<file path="src/hdl/cls_pkg.sv">
package cls_pkg;

    localparam int unsigned LOW_SHUNT_W  = 15;
    localparam int unsigned PIN_RES_W    = 11;
    localparam int unsigned HIGH_SHUNT_W = 10;
    localparam int unsigned THRESH_W     = 7;
    localparam int unsigned CFG_DATA_W   = 15;
    localparam int unsigned CFG_INDEX_W  = 2;

    localparam int unsigned SAMPLE_W = 13;
    localparam int unsigned CUR_W    = 29;
    localparam int unsigned NUM_W    = 30;
    localparam int unsigned DEN_W    = 16;

    localparam int unsigned DIV_STEPS = NUM_W;
    localparam int unsigned CNT_W     = 5;

    localparam logic [NUM_W-1:0] K_HIGH   = NUM_W'(100000);
    localparam logic [NUM_W-1:0] K_LOW    = NUM_W'(10000);
    localparam logic [NUM_W-1:0] CUR_MAX  = NUM_W'(500000000);
    localparam logic [SAMPLE_W-1:0] HIGH_DROP_MV = SAMPLE_W'(3);

    localparam logic [LOW_SHUNT_W-1:0]  RST_LOW_SHUNT  = LOW_SHUNT_W'(6800);
    localparam logic [PIN_RES_W-1:0]    RST_PIN_RES    = PIN_RES_W'(200);
    localparam logic [HIGH_SHUNT_W-1:0] RST_HIGH_SHUNT = HIGH_SHUNT_W'(470);
    localparam logic [THRESH_W-1:0]     RST_THRESH     = THRESH_W'(2);

    typedef enum logic [CFG_INDEX_W-1:0] {
        REG_LOW_SHUNT  = 2'd0,
        REG_PIN_RES    = 2'd1,
        REG_HIGH_SHUNT = 2'd2,
        REG_THRESH     = 2'd3
    } t_reg;

    typedef enum logic [1:0] {
        MODE_PIN = 2'd0,
        MODE_HI  = 2'd1,
        MODE_LO  = 2'd2,
        MODE_DIS = 2'd3
    } t_mode;

    typedef enum logic [1:0] {
        CMD_TICK   = 2'd0,
        CMD_KEY    = 2'd1,
        CMD_EXIT   = 2'd2,
        CMD_UNUSED = 2'd3
    } t_key;

    typedef struct packed {
        logic [1:0]          command;
        logic [SAMPLE_W-1:0] sample_mv;
    } t_in;

    typedef struct packed {
        logic [1:0]       mode;
        logic             reconfig;
        logic [CUR_W-1:0] current_value;
        logic             current_unit;
        logic             current_valid;
        logic             done_res;
    } t_out;

    typedef struct packed {
        logic capture;
        logic mul;
        logic step;
        logic finish;
    } t_cmd;

    typedef struct packed {
        logic out_free;
    } t_stat;

endpackage

</file>
<file path="src/hdl/cls_ctrl.sv">
module cls_ctrl (
    input  logic          i_clk,
    input  logic          i_rst_n,
    input  logic          i_in_valid,
    output logic          o_in_ready,
    input  cls_pkg::t_stat i_stat,
    output cls_pkg::t_cmd  o_cmd
);
    import cls_pkg::*;

    typedef enum logic [3:0] {
        S_IDLE = 4'b0001,
        S_MUL  = 4'b0010,
        S_DIV  = 4'b0100,
        S_FIN  = 4'b1000
    } t_state;

    t_state           r_state, n_state;
    logic [CNT_W-1:0] r_cnt, n_cnt;

    assign o_in_ready = (r_state == S_IDLE);

    always_comb begin
        n_state = r_state;
        n_cnt   = r_cnt;
        o_cmd   = '0;
        unique case (r_state)
            S_IDLE: begin
                if (i_in_valid) begin
                    o_cmd.capture = 1'b1;
                    n_state       = S_MUL;
                end
            end
            S_MUL: begin
                o_cmd.mul = 1'b1;
                n_cnt     = '0;
                n_state   = S_DIV;
            end
            S_DIV: begin
                o_cmd.step = 1'b1;
                n_cnt      = r_cnt + CNT_W'(1);
                if (r_cnt == CNT_W'(DIV_STEPS - 1)) begin
                    n_state = S_FIN;
                end
            end
            S_FIN: begin
                if (i_stat.out_free) begin
                    o_cmd.finish = 1'b1;
                    n_state      = S_IDLE;
                end
            end
            default: begin
                n_state = S_IDLE;
            end
        endcase
    end

    always_ff @(posedge i_clk) begin
        if (!i_rst_n) begin
            r_state <= S_IDLE;
            r_cnt   <= '0;
        end else begin
            r_state <= n_state;
            r_cnt   <= n_cnt;
        end
    end

endmodule

</file>
<file path="src/hdl/cls_dp.sv">
module cls_dp (
    input  logic                              i_clk,
    input  logic                              i_rst_n,
    input  cls_pkg::t_in                      i_in,
    input  logic                              i_cfg_valid,
    input  logic [cls_pkg::CFG_INDEX_W-1:0]   i_cfg_index,
    input  logic [cls_pkg::CFG_DATA_W-1:0]    i_cfg_data,
    input  cls_pkg::t_cmd                     i_cmd,
    output cls_pkg::t_stat                    o_stat,
    output logic                              o_out_valid,
    input  logic                              i_out_ready,
    output cls_pkg::t_out                     o_out
);
    import cls_pkg::*;

    logic [LOW_SHUNT_W-1:0]  r_low_shunt;
    logic [PIN_RES_W-1:0]    r_pin_res;
    logic [HIGH_SHUNT_W-1:0] r_high_shunt;
    logic [THRESH_W-1:0]     r_thresh;

    t_mode               r_mode;
    t_mode               n_mode;
    logic                n_changed, n_done, n_valid, n_unit, n_hi;
    logic                r_changed, r_done, r_valid, r_unit, r_hi;
    logic [SAMPLE_W-1:0] r_u;
    logic [DEN_W-1:0]    r_den;
    logic [DEN_W-1:0]    r_rem;
    logic [NUM_W-1:0]    r_quo;
    logic [DEN_W:0]      n_trial;
    logic [SAMPLE_W-1:0] w_thresh;
    logic [NUM_W-1:0]    w_sat;
    logic                r_out_valid;
    t_out                r_out;

    assign w_thresh = SAMPLE_W'(r_thresh);

    always_ff @(posedge i_clk) begin
        if (!i_rst_n) begin
            r_low_shunt  <= RST_LOW_SHUNT;
            r_pin_res    <= RST_PIN_RES;
            r_high_shunt <= RST_HIGH_SHUNT;
            r_thresh     <= RST_THRESH;
        end else if (i_cfg_valid) begin
            unique case (t_reg'(i_cfg_index))
                REG_LOW_SHUNT:  r_low_shunt  <= i_cfg_data[LOW_SHUNT_W-1:0];
                REG_PIN_RES:    r_pin_res    <= i_cfg_data[PIN_RES_W-1:0];
                REG_HIGH_SHUNT: r_high_shunt <= i_cfg_data[HIGH_SHUNT_W-1:0];
                REG_THRESH:     r_thresh     <= i_cfg_data[THRESH_W-1:0];
                default: ;
            endcase
        end
    end

    always_comb begin
        n_mode    = r_mode;
        n_changed = 1'b0;
        n_done    = 1'b0;
        n_valid   = 1'b0;
        n_unit    = 1'b0;
        n_hi      = 1'b0;
        unique case (r_mode)
            MODE_HI: begin
                n_valid = 1'b1;
                n_hi    = 1'b1;
                if (i_in.sample_mv <= HIGH_DROP_MV) begin
                    n_mode    = MODE_LO;
                    n_changed = 1'b1;
                end
            end
            MODE_LO: begin
                if (i_in.sample_mv > w_thresh) begin
                    n_valid = 1'b1;
                    n_unit  = 1'b1;
                end
            end
            MODE_DIS: begin
                if (i_in.sample_mv <= w_thresh) begin
                    n_mode    = MODE_PIN;
                    n_changed = 1'b1;
                end
            end
            default: ;
        endcase
        unique case (t_key'(i_in.command))
            CMD_EXIT: begin
                n_done = 1'b1;
                if (n_mode != MODE_PIN) begin
                    n_changed = 1'b1;
                end
                n_mode = MODE_PIN;
            end
            CMD_KEY: begin
                if (n_mode == MODE_PIN && !n_changed) begin
                    n_mode    = MODE_HI;
                    n_changed = 1'b1;
                end else if (n_mode != MODE_DIS) begin
                    n_mode    = MODE_DIS;
                    n_changed = 1'b1;
                end
            end
            default: ;
        endcase
    end

    always_ff @(posedge i_clk) begin
        if (!i_rst_n) begin
            r_mode <= MODE_PIN;
        end else if (i_cmd.capture) begin
            r_mode <= n_mode;
        end
    end

    always_ff @(posedge i_clk) begin
        if (i_cmd.capture) begin
            r_changed <= n_changed;
            r_done    <= n_done;
            r_valid   <= n_valid;
            r_unit    <= n_unit;
            r_hi      <= n_hi;
            r_u       <= i_in.sample_mv;
            r_den     <= n_hi ? (DEN_W'(r_low_shunt) + DEN_W'(r_pin_res))
                              : DEN_W'(r_high_shunt);
        end
    end

    assign n_trial = {r_rem, r_quo[NUM_W-1]};

    always_ff @(posedge i_clk) begin
        if (i_cmd.mul) begin
            r_rem <= '0;
            r_quo <= NUM_W'(r_u) * (r_hi ? K_HIGH : K_LOW);
        end else if (i_cmd.step) begin
            if (n_trial >= {1'b0, r_den}) begin
                r_rem <= DEN_W'(n_trial - {1'b0, r_den});
                r_quo <= {r_quo[NUM_W-2:0], 1'b1};
            end else begin
                r_rem <= n_trial[DEN_W-1:0];
                r_quo <= {r_quo[NUM_W-2:0], 1'b0};
            end
        end
    end

    assign w_sat = (r_den == '0 || r_quo > CUR_MAX) ? CUR_MAX : r_quo;

    always_ff @(posedge i_clk) begin
        if (!i_rst_n) begin
            r_out_valid <= 1'b0;
        end else if (i_cmd.finish) begin
            r_out_valid <= 1'b1;
        end else if (i_out_ready) begin
            r_out_valid <= 1'b0;
        end
    end

    always_ff @(posedge i_clk) begin
        if (i_cmd.finish) begin
            r_out.mode          <= r_mode;
            r_out.reconfig      <= r_changed;
            r_out.current_value <= r_valid ? w_sat[CUR_W-1:0] : '0;
            r_out.current_unit  <= r_valid & r_unit;
            r_out.current_valid <= r_valid;
            r_out.done_res      <= r_done;
        end
    end

    assign o_stat.out_free = !r_out_valid || i_out_ready;
    assign o_out_valid     = r_out_valid;
    assign o_out           = r_out;

endmodule

</file>
<file path="src/hdl/cap_leakage_sequencer_core.sv">
// Channel   Direction  Handshake                    Payload
// in        input      i_in_valid / o_in_ready      i_in  (t_in: command, sample_mv)
// out       output     o_out_valid / i_out_ready    o_out (t_out: mode .. done_res)
// cfg       input      i_cfg_valid / o_cfg_ready    i_cfg_index, i_cfg_data
//
// One request runs from accept to result as a capture, a multiply, 30 restoring-divider
// steps (one quotient bit per cycle) and a result load.
// A new request is taken once the previous one has reached the output register.
// Reset (i_rst_n low, synchronous) restores register defaults and pinout mode.
// A stalled output holds the result register; the divider then waits before loading.
module cap_leakage_sequencer_core (
    input  logic                              i_clk,
    input  logic                              i_rst_n,
    input  logic                              i_in_valid,
    output logic                              o_in_ready,
    input  cls_pkg::t_in                      i_in,
    output logic                              o_out_valid,
    input  logic                              i_out_ready,
    output cls_pkg::t_out                     o_out,
    input  logic                              i_cfg_valid,
    output logic                              o_cfg_ready,
    input  logic [cls_pkg::CFG_INDEX_W-1:0]   i_cfg_index,
    input  logic [cls_pkg::CFG_DATA_W-1:0]    i_cfg_data
);
    import cls_pkg::*;

    t_cmd  w_cmd;
    t_stat w_stat;

    assign o_cfg_ready = 1'b1;

    cls_ctrl u_ctrl (
        .i_clk      (i_clk),
        .i_rst_n    (i_rst_n),
        .i_in_valid (i_in_valid),
        .o_in_ready (o_in_ready),
        .i_stat     (w_stat),
        .o_cmd      (w_cmd)
    );

    cls_dp u_dp (
        .i_clk       (i_clk),
        .i_rst_n     (i_rst_n),
        .i_in        (i_in),
        .i_cfg_valid (i_cfg_valid),
        .i_cfg_index (i_cfg_index),
        .i_cfg_data  (i_cfg_data),
        .i_cmd       (w_cmd),
        .o_stat      (w_stat),
        .o_out_valid (o_out_valid),
        .i_out_ready (i_out_ready),
        .o_out       (o_out)
    );

endmodule
</file>
<file path="config.mk">
export PLATFORM = sky130hd
export DESIGN_NAME = cap_leakage_sequencer_core
export DESIGN_NICKNAME = d
export VERILOG_FILES = /design/src/hdl/cls_pkg.sv /design/src/hdl/cls_ctrl.sv /design/src/hdl/cls_dp.sv /design/src/hdl/cap_leakage_sequencer_core.sv
export SDC_FILE = /design/constraint.sdc
export NUM_CORES = 1
export LEC_CHECK = 0
export ABC_CLOCK_PERIOD_IN_PS = 7150
export BUFFER_PORTS_ARGS = -buffer_cell sky130_fd_sc_hd__buf_2
export CAP_MARGIN = 20
export CORE_ASPECT_RATIO = 1.5
export CORE_UTILIZATION = 50
export DETAILED_ROUTE_END_ITERATION = 12
export HOLD_SLACK_MARGIN = 0.06
export PLACE_DENSITY_LB_ADDON = 0.08
export SLEW_MARGIN = 30
export SYNTH_ARGS = -nofsm -noshare
export SYNTH_HDL_FRONTEND = slang
export SYNTH_HIERARCHICAL = 1
export SYNTH_SLANG_ARGS = --single-unit
</file>
<file path="constraint.sdc">
create_clock -name i_clk -period 7.15 [get_ports i_clk]
set_clock_uncertainty 0.15 [all_clocks]
set_input_delay 1.43 -clock i_clk [delete_from_list [all_inputs] [get_ports i_clk]]
set_output_delay 1.43 -clock i_clk [all_outputs]
set_load 0.005 [all_outputs]
</file>
# Yosys cells after proc, flatten, opt, wreduce, memory -nomap -nowiden
# Cells that the tools add are included.
# word_totals
reg_bits,170
word_cells,108
output_inout_bits,38
# classes
add_sub_neg,3
reduce_logical,18
n_bitwise,2
n_mux,37
multipliers,1
n_eq_ne,17
n_lt_le_gt_ge,5
# op_table
operator,count
two-way mux 30 bit,2
greater-than comparator 30 x 29 -> 1 bit (second input constant),1
multiplier 13 x 30 -> 30 bit,1
two-way mux 29 bit,1
>= comparator 17 x 16 -> 1 bit,1
two-way mux 1 bit,17
two-way mux 17 bit,1
adder 15 x 11 -> 16 bit,1
zero test 16 bit,1
two-way mux 16 bit,1
case mux 4 bit (4 select lines),1
subtractor 16 bit,1
greater-than comparator 13 x 7 -> 1 bit,1
less-or-equal comparator 13 x 2 -> 1 bit (second input constant),1
less-or-equal comparator 13 x 7 -> 1 bit,1
two-way mux 4 bit,3
equality test 2 bit (second input constant),5
two-way mux 10 bit,1
case mux 5 bit (2 select lines),1
two-way mux 2 bit,4
case mux 2 bit (2 select lines),2
AND reduction 2 bit,4
nonzero test 2 bit,4
equality test 2 x 1 -> 1 bit (second input constant),3
other kinds (17),24

# Logic depth before layout (Yosys ltp)
# Gate-level depths: netlist of run 1.
# logic_depth
depth_word,7
ltp_mapped,22
mapped_depth_nobuf,20

# By module
# The synthesis of run 1 kept the hierarchy.
# modules_own_cells
mod,cells_per_inst,seq_area_each_um2,instances,area_per_inst_um2
cls_dp,1253,4214.0,1,12117.9
cls_ctrl,60,180.2,1,520.5
cap_leakage_sequencer_core,2,0.0,1,11.3

# Least setup slack after synthesis of run 1
# OpenSTA, ideal clock, no wires.
# synth_path
kind,input-to-reg
start,input port i_out_ready
end,"register u_dp.r_out (netlist bit u_dp/o_out[0]), enable pin"
path_buffers,0
required_ps,6469
cell_stages,2
path_slack_ps,1153
arrival_time_ps,5317
cell_sequence,nand2b_1 nor4b_1
# synth_rtl
item,line_no,source
from (decl),cap_leakage_sequencer_core.sv:18,"input logic i_out_ready,"
to (decl),cls_dp.sv:33,t_out r_out;

# Worst setup path after layout of run 1
# layout_path
start,register u_dp.r_hi
end,"register u_dp.r_quo[29], data pin"
# layout_via
elab_chain_len,3
# layout_lines
item,line_no,source
from (decl),cls_dp.sv:24,"logic r_changed, r_done, r_valid, r_unit, r_hi;"
from (signal assigned),cls_dp.sv:119,r_hi <= n_hi;
two-way mux 17 bit,cls_dp.sv:131,r_quo <= NUM_W'(r_u) * (r_hi ? K_HIGH : K_LOW);
multiplier 13 x 30 -> 30 bit,cls_dp.sv:131,
two-way mux 30 bit,cls_dp.sv:129,if (i_cmd.mul) begin
to (signal assigned),cls_dp.sv:131,
to (signal assigned),cls_dp.sv:135,"r_quo <= {r_quo[NUM_W-2:0], 1'b1};"
to (signal assigned),cls_dp.sv:138,"r_quo <= {r_quo[NUM_W-2:0], 1'b0};"
to (decl),cls_dp.sv:28,logic [NUM_W-1:0] r_quo;
# No other way between the ends.
# A chain may end at the register's enable or synchronous reset.

==> impl_metrics.yaml, run 1 <==
synthesis:
  dominant_combinational_cell_family_by_area_after_synthesis: "adder cells"
  synth-compound-area-share_pct: 12.5
  post_synth_inst_count: 1315
  synthesis.area_mm2: 0.0126
  post_synth_mux_area_share_pct: 3.23
  synth_simple_gate_area_share_pct: 14.9
  yosysTopAreaCellShare_pct: 23.5
  synth-warning-count: 6
  synth_xor_area_share_pct: 2.63
  postSynthRegisterBits: 170
  synth_edf_count: 99
  synth_top_cells_by_area: "sky130_fd_sc_hd__edfxtp_1 24%, sky130_fd_sc_hd__ha_1 14%, sky130_fd_sc_hd__dfxtp_1 11%"
  synth_top_flop_cell: "sky130_fd_sc_hd__edfxtp_1"
  synth_fa_ha_area_share_pct: 24.2
  synth_seq_area_share_pct: 34.7
  yosysTopAreaCell: "sky130_fd_sc_hd__edfxtp_1"
  avgSynthCellArea_um2: 9.62
  yosysUniqueCellTypes: 74
  async_flop_share_pct: 0
finish:
  postLayoutCellArea_mm2: 0.0139
  area_delta_synth_final_pct: 9.95
  fillCellCount: 2285
  proportion_of_layout_cells_with_a_drive_suffix_above_1_pct: 11.6
  final_cell_count_without_fillers: 1717
  nets: 1623
  most-common-layout-cells: "206 x sky130_fd_sc_hd__inv_1, 142 x sky130_fd_sc_hd__ha_1, 133 x sky130_fd_sc_hd__nand2_1"
  antenna-diode-count: 0
  mostFrequentLayoutCell: "sky130_fd_sc_hd__inv_1"
routing:
  route.met2.wl_mm: 15.8
  postRouteWirelength_mm: 27.8
  routed_wire_length_per_instance_um: 16.2
  drtAntennaViolNets: 0
  uppermost_layer_routed: "met4"
  via_per_inst: 5.34
  first_pass_iteration_count_of_the_detailed_router: 5
  first_iter_violations: 383
  wl_met3_um: 568
  total_via_count_in_the_routed_design: 9171
  routedLengthMet1_mm: 10.4
  drt_drc_violations_left: 0
timing:
  fin_setup_tns_ps: 0
  timing.final.setup_violations: 0
  fin_crit_ps: 5970
  grt_setup_unrepaired: "no"
  finalHoldViolations: 0
  layout_worst_path_cycle_share_pct: 83.5
  final-max-slew-violation-count: 0
  achievable-frequency_ghz: 0.167
  timing.max_slew.rel_slack_pct: 43.7
  timing.hold.ws_ps: 278
  worst_slew_pin_tran_ps: 844
placement:
  finalWeightedCongestion: 0.907
  dp_hpwl_mm: 22.3
  postPlaceCellArea_mm2: 0.0133
  numPortBuffers: 73
  place.detailed.instances: 1684
critical_path:
  worst_r2r_startpoint: "u_dp/r_hi"
  critical_path_maximum_fanout: 28
  worstSetupPathType: "reg2reg"
  worst_ep_arrival_time_ps: 6020
  r2r_cells: 15
  worstSetupStartpoint: "u_dp/r_hi"
  critical_path.startpoint_type: "flip-flop"
  reg2reg_setup_slack_ps: 1180
  worstPathRequired_ps: 7200
  path_cells: "nor2b_1 > fa_1 > fa_1 > fa_1 > inv_1 > fa_1 > fa_1 > inv_1 > ha_1 > and4_1 > nand2b_1 > o311ai_1 > a31oi_1 > xnor2_1 > mux2_2"
  max_stage_delay_ps: 840
  crit_slowest_cell: "sky130_fd_sc_hd__edfxtp_1"
  regToRegEndpoint: "u_dp/r_quo[29]"
  worst_setup_path_end_kind: "flip-flop"
  crit_path_end: "u_dp/r_quo[29]"
  cp_common_cell: "sky130_fd_sc_hd__fa_1"
floorplanning:
  io_pins: 75
  floorplan.core_area_mm2: 0.0246
  fp.dieH_um: 197
  starting_density_of_the_core_pct: 51.4
  row_count: 70
  die-width_um: 132
  die_area_mm2: 0.0260
global_route:
  grt_first_pass_wirelength_mm: 46.5
  via_count_of_the_first_global_routing_pass: 9458
  grt_max_degree: 59
  grtUsageTotal_pct: 23.0
  initial_antenna_violation_count: 0
  grt.overflow.total: 0
clock_network:
  post_cts_resize_count: 0
  cts_made_buffers: 17
  htree_levels: 4
  clkLatencyLatePin_ps: 440
  cts_sink_count: 170
  cts.root.buffer_cell: "sky130_fd_sc_hd__clkbuf_16"
  deepest_clock_path_buffer_count: 2
  cts_hold_repair.buffers: 0
  worst_setup_hold_path_clk_slew_ps: 70
  cts_post_setup_buffers_inserted: 0
  tritoncts_clock_tree: "yes"
pwr:
  cell_area_power_density_mw_per_mm2: 339
  vdd_ir_drop_max_v: 0.000276
  leakage_nw: 6.42
  power.total_mw: 4.71
worst_hold_path:
  min_delay_path_class: "reg2reg"
job:
  cap_violations: 0
status:
  outcome: "complete, no violations"
-- how the worst min path moves through the flow --
stage | from | endpoint | slack [ps] | cells past startpoint
floorplan | u_dp/r_done | u_dp/o_out[0] | 250 | 0
global placement | u_dp/r_changed | u_dp/o_out[32] | 260 | 0
detailed placement | u_dp/r_done | u_dp/o_out[0] | 270 | 0
CTS | u_dp/r_changed | u_dp/o_out[32] | 280 | 0
global route | u_dp/r_changed | u_dp/o_out[32] | 300 | 0
finish | u_dp/r_changed | u_dp/o_out[32] | 280 | 0
-- state kept, by name, summed over array words and instances (netlist names), 2 cells and up --
name / cells
u_dp/o_out: 35
u_dp/r_quo: 30
u_dp/r_den: 16
u_dp/r_rem: 16
u_dp/r_low_shunt: 15
u_dp/r_u: 13
u_dp/r_pin_res: 11
u_dp/r_high_shunt: 10
u_dp/r_thresh: 7
u_ctrl/r_cnt: 5
u_ctrl/r_state: 4
u_dp/r_mode: 2
-- per-stage QoR --
step	setup slack [ps]	util (%)
CTS	1180	56.5
finish	1180	56.5
global placement	1310	54.1
detailed placement	1210	54.1
global route	813	56.5
floorplan	1150	-
-- per-layer routing --
metal	track usage (%)	vias up
met2	46.5	131
li1	-	4607
met4	10.8	0
met1	22.8	4384
met3	2.98	49
met5	0	-
-- synthesized netlist by cell type (4+ instances only) --
library cell and count:
sky130_fd_sc_hd__a31oi_1 5, sky130_fd_sc_hd__xor2_1 13, sky130_fd_sc_hd__a21oi_1 37, sky130_fd_sc_hd__o22ai_1 5
sky130_fd_sc_hd__a21boi_0 26, sky130_fd_sc_hd__ha_1 142, sky130_fd_sc_hd__nor2b_1 23, sky130_fd_sc_hd__nand2b_1 25
sky130_fd_sc_hd__mux2i_1 15, sky130_fd_sc_hd__o21a_1 28, sky130_fd_sc_hd__o31ai_1 4, sky130_fd_sc_hd__nand3_1 28
sky130_fd_sc_hd__nand2_1 133, sky130_fd_sc_hd__dfxtp_1 71, sky130_fd_sc_hd__o211ai_1 6, sky130_fd_sc_hd__nor4_1 11
sky130_fd_sc_hd__nor3_1 17, sky130_fd_sc_hd__or2_2 9, sky130_fd_sc_hd__and3_1 24, sky130_fd_sc_hd__clkbuf_1 36
sky130_fd_sc_hd__nand4_1 8, sky130_fd_sc_hd__a211o_1 4, sky130_fd_sc_hd__a211oi_1 10, sky130_fd_sc_hd__edfxtp_1 99
sky130_fd_sc_hd__a41oi_1 4, sky130_fd_sc_hd__xnor2_1 25, sky130_fd_sc_hd__and2_1 11, sky130_fd_sc_hd__o21bai_1 4
sky130_fd_sc_hd__nor4b_1 4, sky130_fd_sc_hd__nor2_1 57, sky130_fd_sc_hd__mux2_2 23, sky130_fd_sc_hd__a21o_1 14
sky130_fd_sc_hd__o21ai_0 45, sky130_fd_sc_hd__inv_1 208, sky130_fd_sc_hd__or3_1 6, sky130_fd_sc_hd__a311oi_1 6
sky130_fd_sc_hd__fa_1 64
-- final cells by class --
cell class / instances / area, um^2 / share of cell area [%]
Clock buffer: 17 / 425 / 3.06
Clock inverter: 15 / 150 / 1.08
Inverter: 208 / 781 / 5.61
Multi-Input combinational cell: 903 / 7330 / 52.7
Sequential cell: 170 / 4390 / 31.6
Tap cell: 324 / 405 / 2.91
Timing Repair Buffer: 80 / 422 / 3.03
-- logic make-up (layout without fill, tap and decap cells) --
kind of cell / Yosys count / count (layout)
fa+ha+maj: 206 / 206
flops: 170 / 170
mux: 38 / 38
simple gates: 377 / 377
buf+inv: 254 / 320
xor+xnor: 38 / 38
compound gates: 229 / 229
other cells: 3 / 15
-- critical path, delay by kind of cell, from the launching register on --
kind / cells / cell delay [ps]
buffers and inverters: 2 / 90
adder cells (fa/ha/maj): 6 / 3000
AO/OA/AOI/OAI: 2 / 650
AND/OR/NAND/NOR: 3 / 560
XOR/XNOR: 1 / 150
multiplexers: 1 / 270
flip-flops: 1 / 840
-- power breakdown --
group | internal (mW) | switching, mW
Sequential | 1.10 | 0.0526
Clock | 0.465 | 0.437
Combinational | 1.11 | 1.54
No activity file was read; power rests on OpenSTA's default activity.
==> inputs of run 2 (changes only) <==
ABC_CLOCK_PERIOD_IN_PS = 5400   (was 7150)
clock period = 5.4 ns   (was 7.15 ns; I/O delays follow)
==> impl_metrics.yaml, run 2 (synthesis gave the netlist of run 1 again) <==
timing:
  grt_setup_unrepaired: "yes"
  finalHoldViolations: 0
  final-max-slew-violation-count: 0
  fin_crit_ps: 5300
  worst_slew_pin_tran_ps: 874
  timing.final.setup_violations: 0
  timing.max_slew.rel_slack_pct: 41.7
  layout_worst_path_cycle_share_pct: 98.1
  timing.hold.ws_ps: 275
  achievable-frequency_ghz: 0.189
placement:
  dp_hpwl_mm: 23.0
  postPlaceCellArea_mm2: 0.0137
  numPortBuffers: 73
  finalWeightedCongestion: 0.872
worst_hold_path:
  min_delay_path_class: "reg2reg"
  holdCritStartpoint: "u_dp/r_done"
  worst_hold_path.num_cells: 0
clock_network:
  cts.root.buffer_cell: "sky130_fd_sc_hd__clkbuf_16"
  cts_hold_repair.buffers: 0
  worst_setup_hold_path_clk_slew_ps: 70
  htree_levels: 4
  clkLatencyLatePin_ps: 440
  tritoncts_clock_tree: "yes"
  cts_made_buffers: 17
  deepest_clock_path_buffer_count: 2
  cts_sink_count: 170
finish:
  final_core_utilization_pct: 60.2
  antenna-diode-count: 0
  nets: 1682
  mostFrequentLayoutCell: "sky130_fd_sc_hd__inv_1"
  postLayoutCellArea_mm2: 0.0148
  area_delta_synth_final_pct: 17.1
  largest_reg_flops: 35
  proportion_of_layout_cells_with_a_drive_suffix_above_1_pct: 19.3
  most-common-layout-cells: "194 x sky130_fd_sc_hd__inv_1, 131 x sky130_fd_sc_hd__nand2_1, 123 x sky130_fd_sc_hd__ha_1"
routing:
  first_pass_iteration_count_of_the_detailed_router: 5
  via_per_inst: 5.32
  first_iter_violations: 369
  drt_drc_violations_left: 0
  drtAntennaViolNets: 0
  routed_wire_length_per_instance_um: 16.5
  total_via_count_in_the_routed_design: 9456
  postRouteWirelength_mm: 29.3
job:
  cap_violations: 0
floorplanning:
  floorplan.core_area_mm2: 0.0246
  fp.dieH_um: 197
  io_pins: 75
  starting_density_of_the_core_pct: 51.4
  die-width_um: 132
  die_area_mm2: 0.0260
  row_count: 70
critical_path:
  worstSetupStartpoint: "u_dp/r_hi"
  worst_setup_path_end_kind: "flip-flop"
  worstPathRequired_ps: 5440
  critical_path.startpoint_type: "flip-flop"
  critical_path_maximum_fanout: 6
  r2r_cells: 18
  worst_r2r_startpoint: "u_dp/r_hi"
  worst_ep_arrival_time_ps: 5340
  worstSetupPathType: "reg2reg"
pwr:
  leakage_nw: 6.83
  vdd_ir_drop_max_v: 0.000505
  cell_area_power_density_mw_per_mm2: 517
global_route:
  grtUsageTotal_pct: 23.6
  initial_antenna_violation_count: 0
  grt_max_degree: 58
  grt.overflow.total: 0
  via_count_of_the_first_global_routing_pass: 9714
  grt_first_pass_wirelength_mm: 47.9
status:
  outcome: "complete, no violations"
-- run 2: timing repair --
item,4_1_cts,5_1_grt
endpoints found under the setup margin,10,14
cloned,1,0
buffers inserted,3,4
resized for setup,21,62
pin swaps,12,46
-- run 2: critical path, cell delays in order, from the launching register on --
cell and delay (ps):
sky130_fd_sc_hd__edfxtp_1 420, sky130_fd_sc_hd__buf_6 170, sky130_fd_sc_hd__nand2b_4 150, sky130_fd_sc_hd__fa_1 510, sky130_fd_sc_hd__inv_2 40, sky130_fd_sc_hd__fa_1 550, sky130_fd_sc_hd__fa_1 430, sky130_fd_sc_hd__fa_1 490
sky130_fd_sc_hd__inv_1 50, sky130_fd_sc_hd__fa_1 490, sky130_fd_sc_hd__inv_1 40, sky130_fd_sc_hd__ha_2 170, sky130_fd_sc_hd__a211o_1 280, sky130_fd_sc_hd__a21oi_2 190, sky130_fd_sc_hd__o31a_1 210, sky130_fd_sc_hd__o311ai_4 140
sky130_fd_sc_hd__a31oi_1 220, sky130_fd_sc_hd__xnor2_1 100, sky130_fd_sc_hd__mux2_4 270
-- run 2: layer usage --
layer / part of all wire, % / global-route usage (%) / vias to the layer above
met5: 0 / 0 / -
met4: 4.0 / 11.0 / 0
met2: 56 / 47.3 / 151
met3: 2.1 / 3.16 / 56
li1: - / - / 4717
met1: 38 / 23.7 / 4532
-- run 2: final cells by class --
class | instances | area (um^2)
Fill cell | 2134 | 9800
Tap cell | 324 | 405
Multi-Input combinational cell | 903 | 7740
Clock buffer | 18 | 429
Sequential cell | 170 | 4390
Inverter | 208 | 781
Clock inverter | 14 | 183
Timing Repair Buffer | 139 | 876
-- run 2: final timing paths --
check / end / slack (ps)
worst max-delay path: u_dp/r_quo[29] / 100
worst min-delay path: u_dp/o_out[0] / 280
worst max register to register: u_dp/r_quo[29] / 100
worst min register to register: u_dp/o_out[0] / 280
-- run 2: through the flow --
stage	setup TNS, ps	cells	setup WS, ps	total power, mW
6_report	0	1776	105	7.66
5_1_grt	-182	1776	-61.7	8.31
3_5_place_dp	-419	1736	-101	5.59
4_1_cts	-18.7	1772	-9.73	7.16
2_1_floorplan	0	1327	3.58	4.25
3_3_place_gp	-12.9	1736	-10.4	5.54
-- run 2: power breakdown --
group	internal, mW	switching (mW)
registers	1.46	0.0646
logic	2.31	2.54
clock network	0.741	0.547
total	4.51	3.15
==> inputs of run 3 (changes only) <==
GPL_ROUTABILITY_DRIVEN = 0   (was default)
MAX_ROUTING_LAYER = met4   (was default)
==> impl_metrics.yaml, run 3 (synthesis gave the netlist of run 1 again) <==
timing:
  finalHoldViolations: 0
  timing.final.setup_violations: 0
  fin_crit_ps: 5380
  layout_worst_path_cycle_share_pct: 99.6
  fin_setup_tns_ps: 0
  worst_slew_pin_tran_ps: 887
  final.setup.worst_slack_ps: 21.8
  timing.max_slew.rel_slack_pct: 40.9
  achievable-frequency_ghz: 0.186
  grt_setup_unrepaired: "yes"
  final-max-slew-violation-count: 0
floorplanning:
  row_count: 70
  floorplan.core_area_mm2: 0.0246
  io_pins: 75
  fp.dieH_um: 197
  die-width_um: 132
  die_area_mm2: 0.0260
  starting_density_of_the_core_pct: 51.4
critical_path:
  worst_setup_path_end_kind: "flip-flop"
  regToRegEndpoint: "u_dp/r_quo[29]"
  worstSetupStartpoint: "u_dp/r_hi"
  path_buf_inv: 5
  reg2reg_setup_slack_ps: 20
  worst_ep_arrival_time_ps: 5420
  worstPathRequired_ps: 5440
  crit_path_end: "u_dp/r_quo[29]"
  cp_common_cell: "sky130_fd_sc_hd__fa_1"
  worst_r2r_startpoint: "u_dp/r_hi"
  critical_path.startpoint_type: "flip-flop"
  worstSetupPathType: "reg2reg"
  path_cells: "buf_12 > and2_4 > nand2b_4 > ha_4 > inv_1 > fa_1 > inv_2 > fa_1 > fa_1 > inv_2 > fa_1 > inv_1 > ha_1 > a211o_1 > a21oi_2 > o31a_1 > o311ai_1 > a31oi_1 > xnor2_1 > mux2_2"
  critical_path_maximum_fanout: 23
  path_delay_family: "adder cells"
  critical_path_cell_count: 20
  crit_slowest_cell: "sky130_fd_sc_hd__fa_1"
  max_stage_delay_ps: 560
  r2r_cells: 20
pwr:
  cell_area_power_density_mw_per_mm2: 497
  netSwitchingFraction_pct: 41.6
  vdd_ir_drop_max_v: 0.000422
  p_int_mw: 4.21
  power.share.clock_pct: 15.9
  leakage_nw: 6.71
  combinationalPowerShare_pct: 63.0
  power.share.sequential_pct: 21.1
  total_switching_power_mw: 3.00
  power.total_mw: 7.21
routing:
  first_iter_violations: 396
  total_via_count_in_the_routed_design: 9545
  first_pass_iteration_count_of_the_detailed_router: 5
  via_per_inst: 5.39
  postRouteWirelength_mm: 29.0
  drt_drc_violations_left: 0
  routed_wire_length_per_instance_um: 16.4
  drtAntennaViolNets: 0
finish:
  antenna-diode-count: 0
  fillCellCount: 2225
  nets: 1677
  final_cell_count_without_fillers: 1770
  largest_reg_flops: 35
  most-common-layout-cells: "202 x sky130_fd_sc_hd__inv_1, 133 x sky130_fd_sc_hd__nand2_1, 132 x sky130_fd_sc_hd__ha_1"
  proportion_of_layout_cells_with_a_drive_suffix_above_1_pct: 17.1
  area_delta_synth_final_pct: 14.7
  mostFrequentLayoutCell: "sky130_fd_sc_hd__inv_1"
  postLayoutCellArea_mm2: 0.0145
worst_hold_path:
  min_delay_path_class: "reg2reg"
clock_network:
  tritoncts_clock_tree: "yes"
  cts_made_buffers: 17
  clkLatencyLatePin_ps: 440
  cts_sink_count: 170
  deepest_clock_path_buffer_count: 2
  htree_levels: 4
  cts.root.buffer_cell: "sky130_fd_sc_hd__clkbuf_16"
  cts_hold_repair.buffers: 0
  worst_setup_hold_path_clk_slew_ps: 70
global_route:
  grtUsageTotal_pct: 24.5
  grt.overflow.total: 0
  via_count_of_the_first_global_routing_pass: 9877
  initial_antenna_violation_count: 0
  grt_max_degree: 56
  grt_first_pass_wirelength_mm: 48.3
placement:
  postPlaceCellArea_mm2: 0.0137
  place.detailed.instances: 1737
  preCtsSetupSlack_ps: -115
  numPortBuffers: 73
  dp_hpwl_mm: 23.2
status:
  outcome: "complete, no violations"
job:
  cap_violations: 0
-- run 3: worst min-delay path by stage --
stage,to,depth (start not counted),slack [ps],from
2_1_floorplan,u_dp/o_out[0],0,250,u_dp/r_done
3_3_place_gp,u_dp/o_out[32],0,260,u_dp/r_changed
3_5_place_dp,u_dp/o_out[32],0,270,u_dp/r_changed
4_1_cts,u_dp/o_out[0],0,270,u_dp/r_done
5_1_grt,u_dp/o_out[0],0,280,u_dp/r_done
6_report,u_dp/o_out[0],0,270,u_dp/r_done
-- run 3: power by group through the flow --
stage / registers [mW] / clock network [mW] / logic (mW)
after global routing: 1.53 / 1.22 / 5.09
after global placement: 1.55 / 0 / 4.08
after detailed placement: 1.55 / 0 / 4.12
final: 1.52 / 1.15 / 4.54
after CTS: 1.53 / 1.18 / 4.29
after floorplan: 1.52 / 0 / 2.73
-- run 3: metal layers --
metal / wire length (um) / global-route usage, % / up-vias / part of all wire [%]
met5: 0 / - / - / 0
met4: 1190 / 11.5 / 0 / 4.1
met3: 639 / 3.09 / 65 / 2.2
met2: 16200 / 47.6 / 168 / 56
met1: 11000 / 23.9 / 4590 / 38
li1: - / - / 4722 / -
-- run 3: final cells by class --
cell class	count	area (um^2)	share of cell area (%)
Clock buffer	18	429	2.96
Clock inverter	13	109	0.750
Inverter	208	781	5.38
Multi-Input combinational cell	903	7560	52.1
Sequential cell	170	4390	30.3
Tap cell	324	405	2.79
Timing Repair Buffer	134	840	5.78
-- run 3: what timing repair did --
item                                    in CTS  in global routing
pin swaps                                    6                  3
hold endpoints to repair                     0                  0
resized for setup                           11                 30
buffers inserted                             0                  1
endpoints found under the setup margin       8                 14
-- run 3: through the flow --
step | util, % | hold slack, ps
2_1_floorplan | - | 250
3_3_place_gp | 55.8 | 258
3_5_place_dp | 55.8 | 268
4_1_cts | 58.2 | 271
5_1_grt | 59.0 | 283
6_report | 59.0 | 269
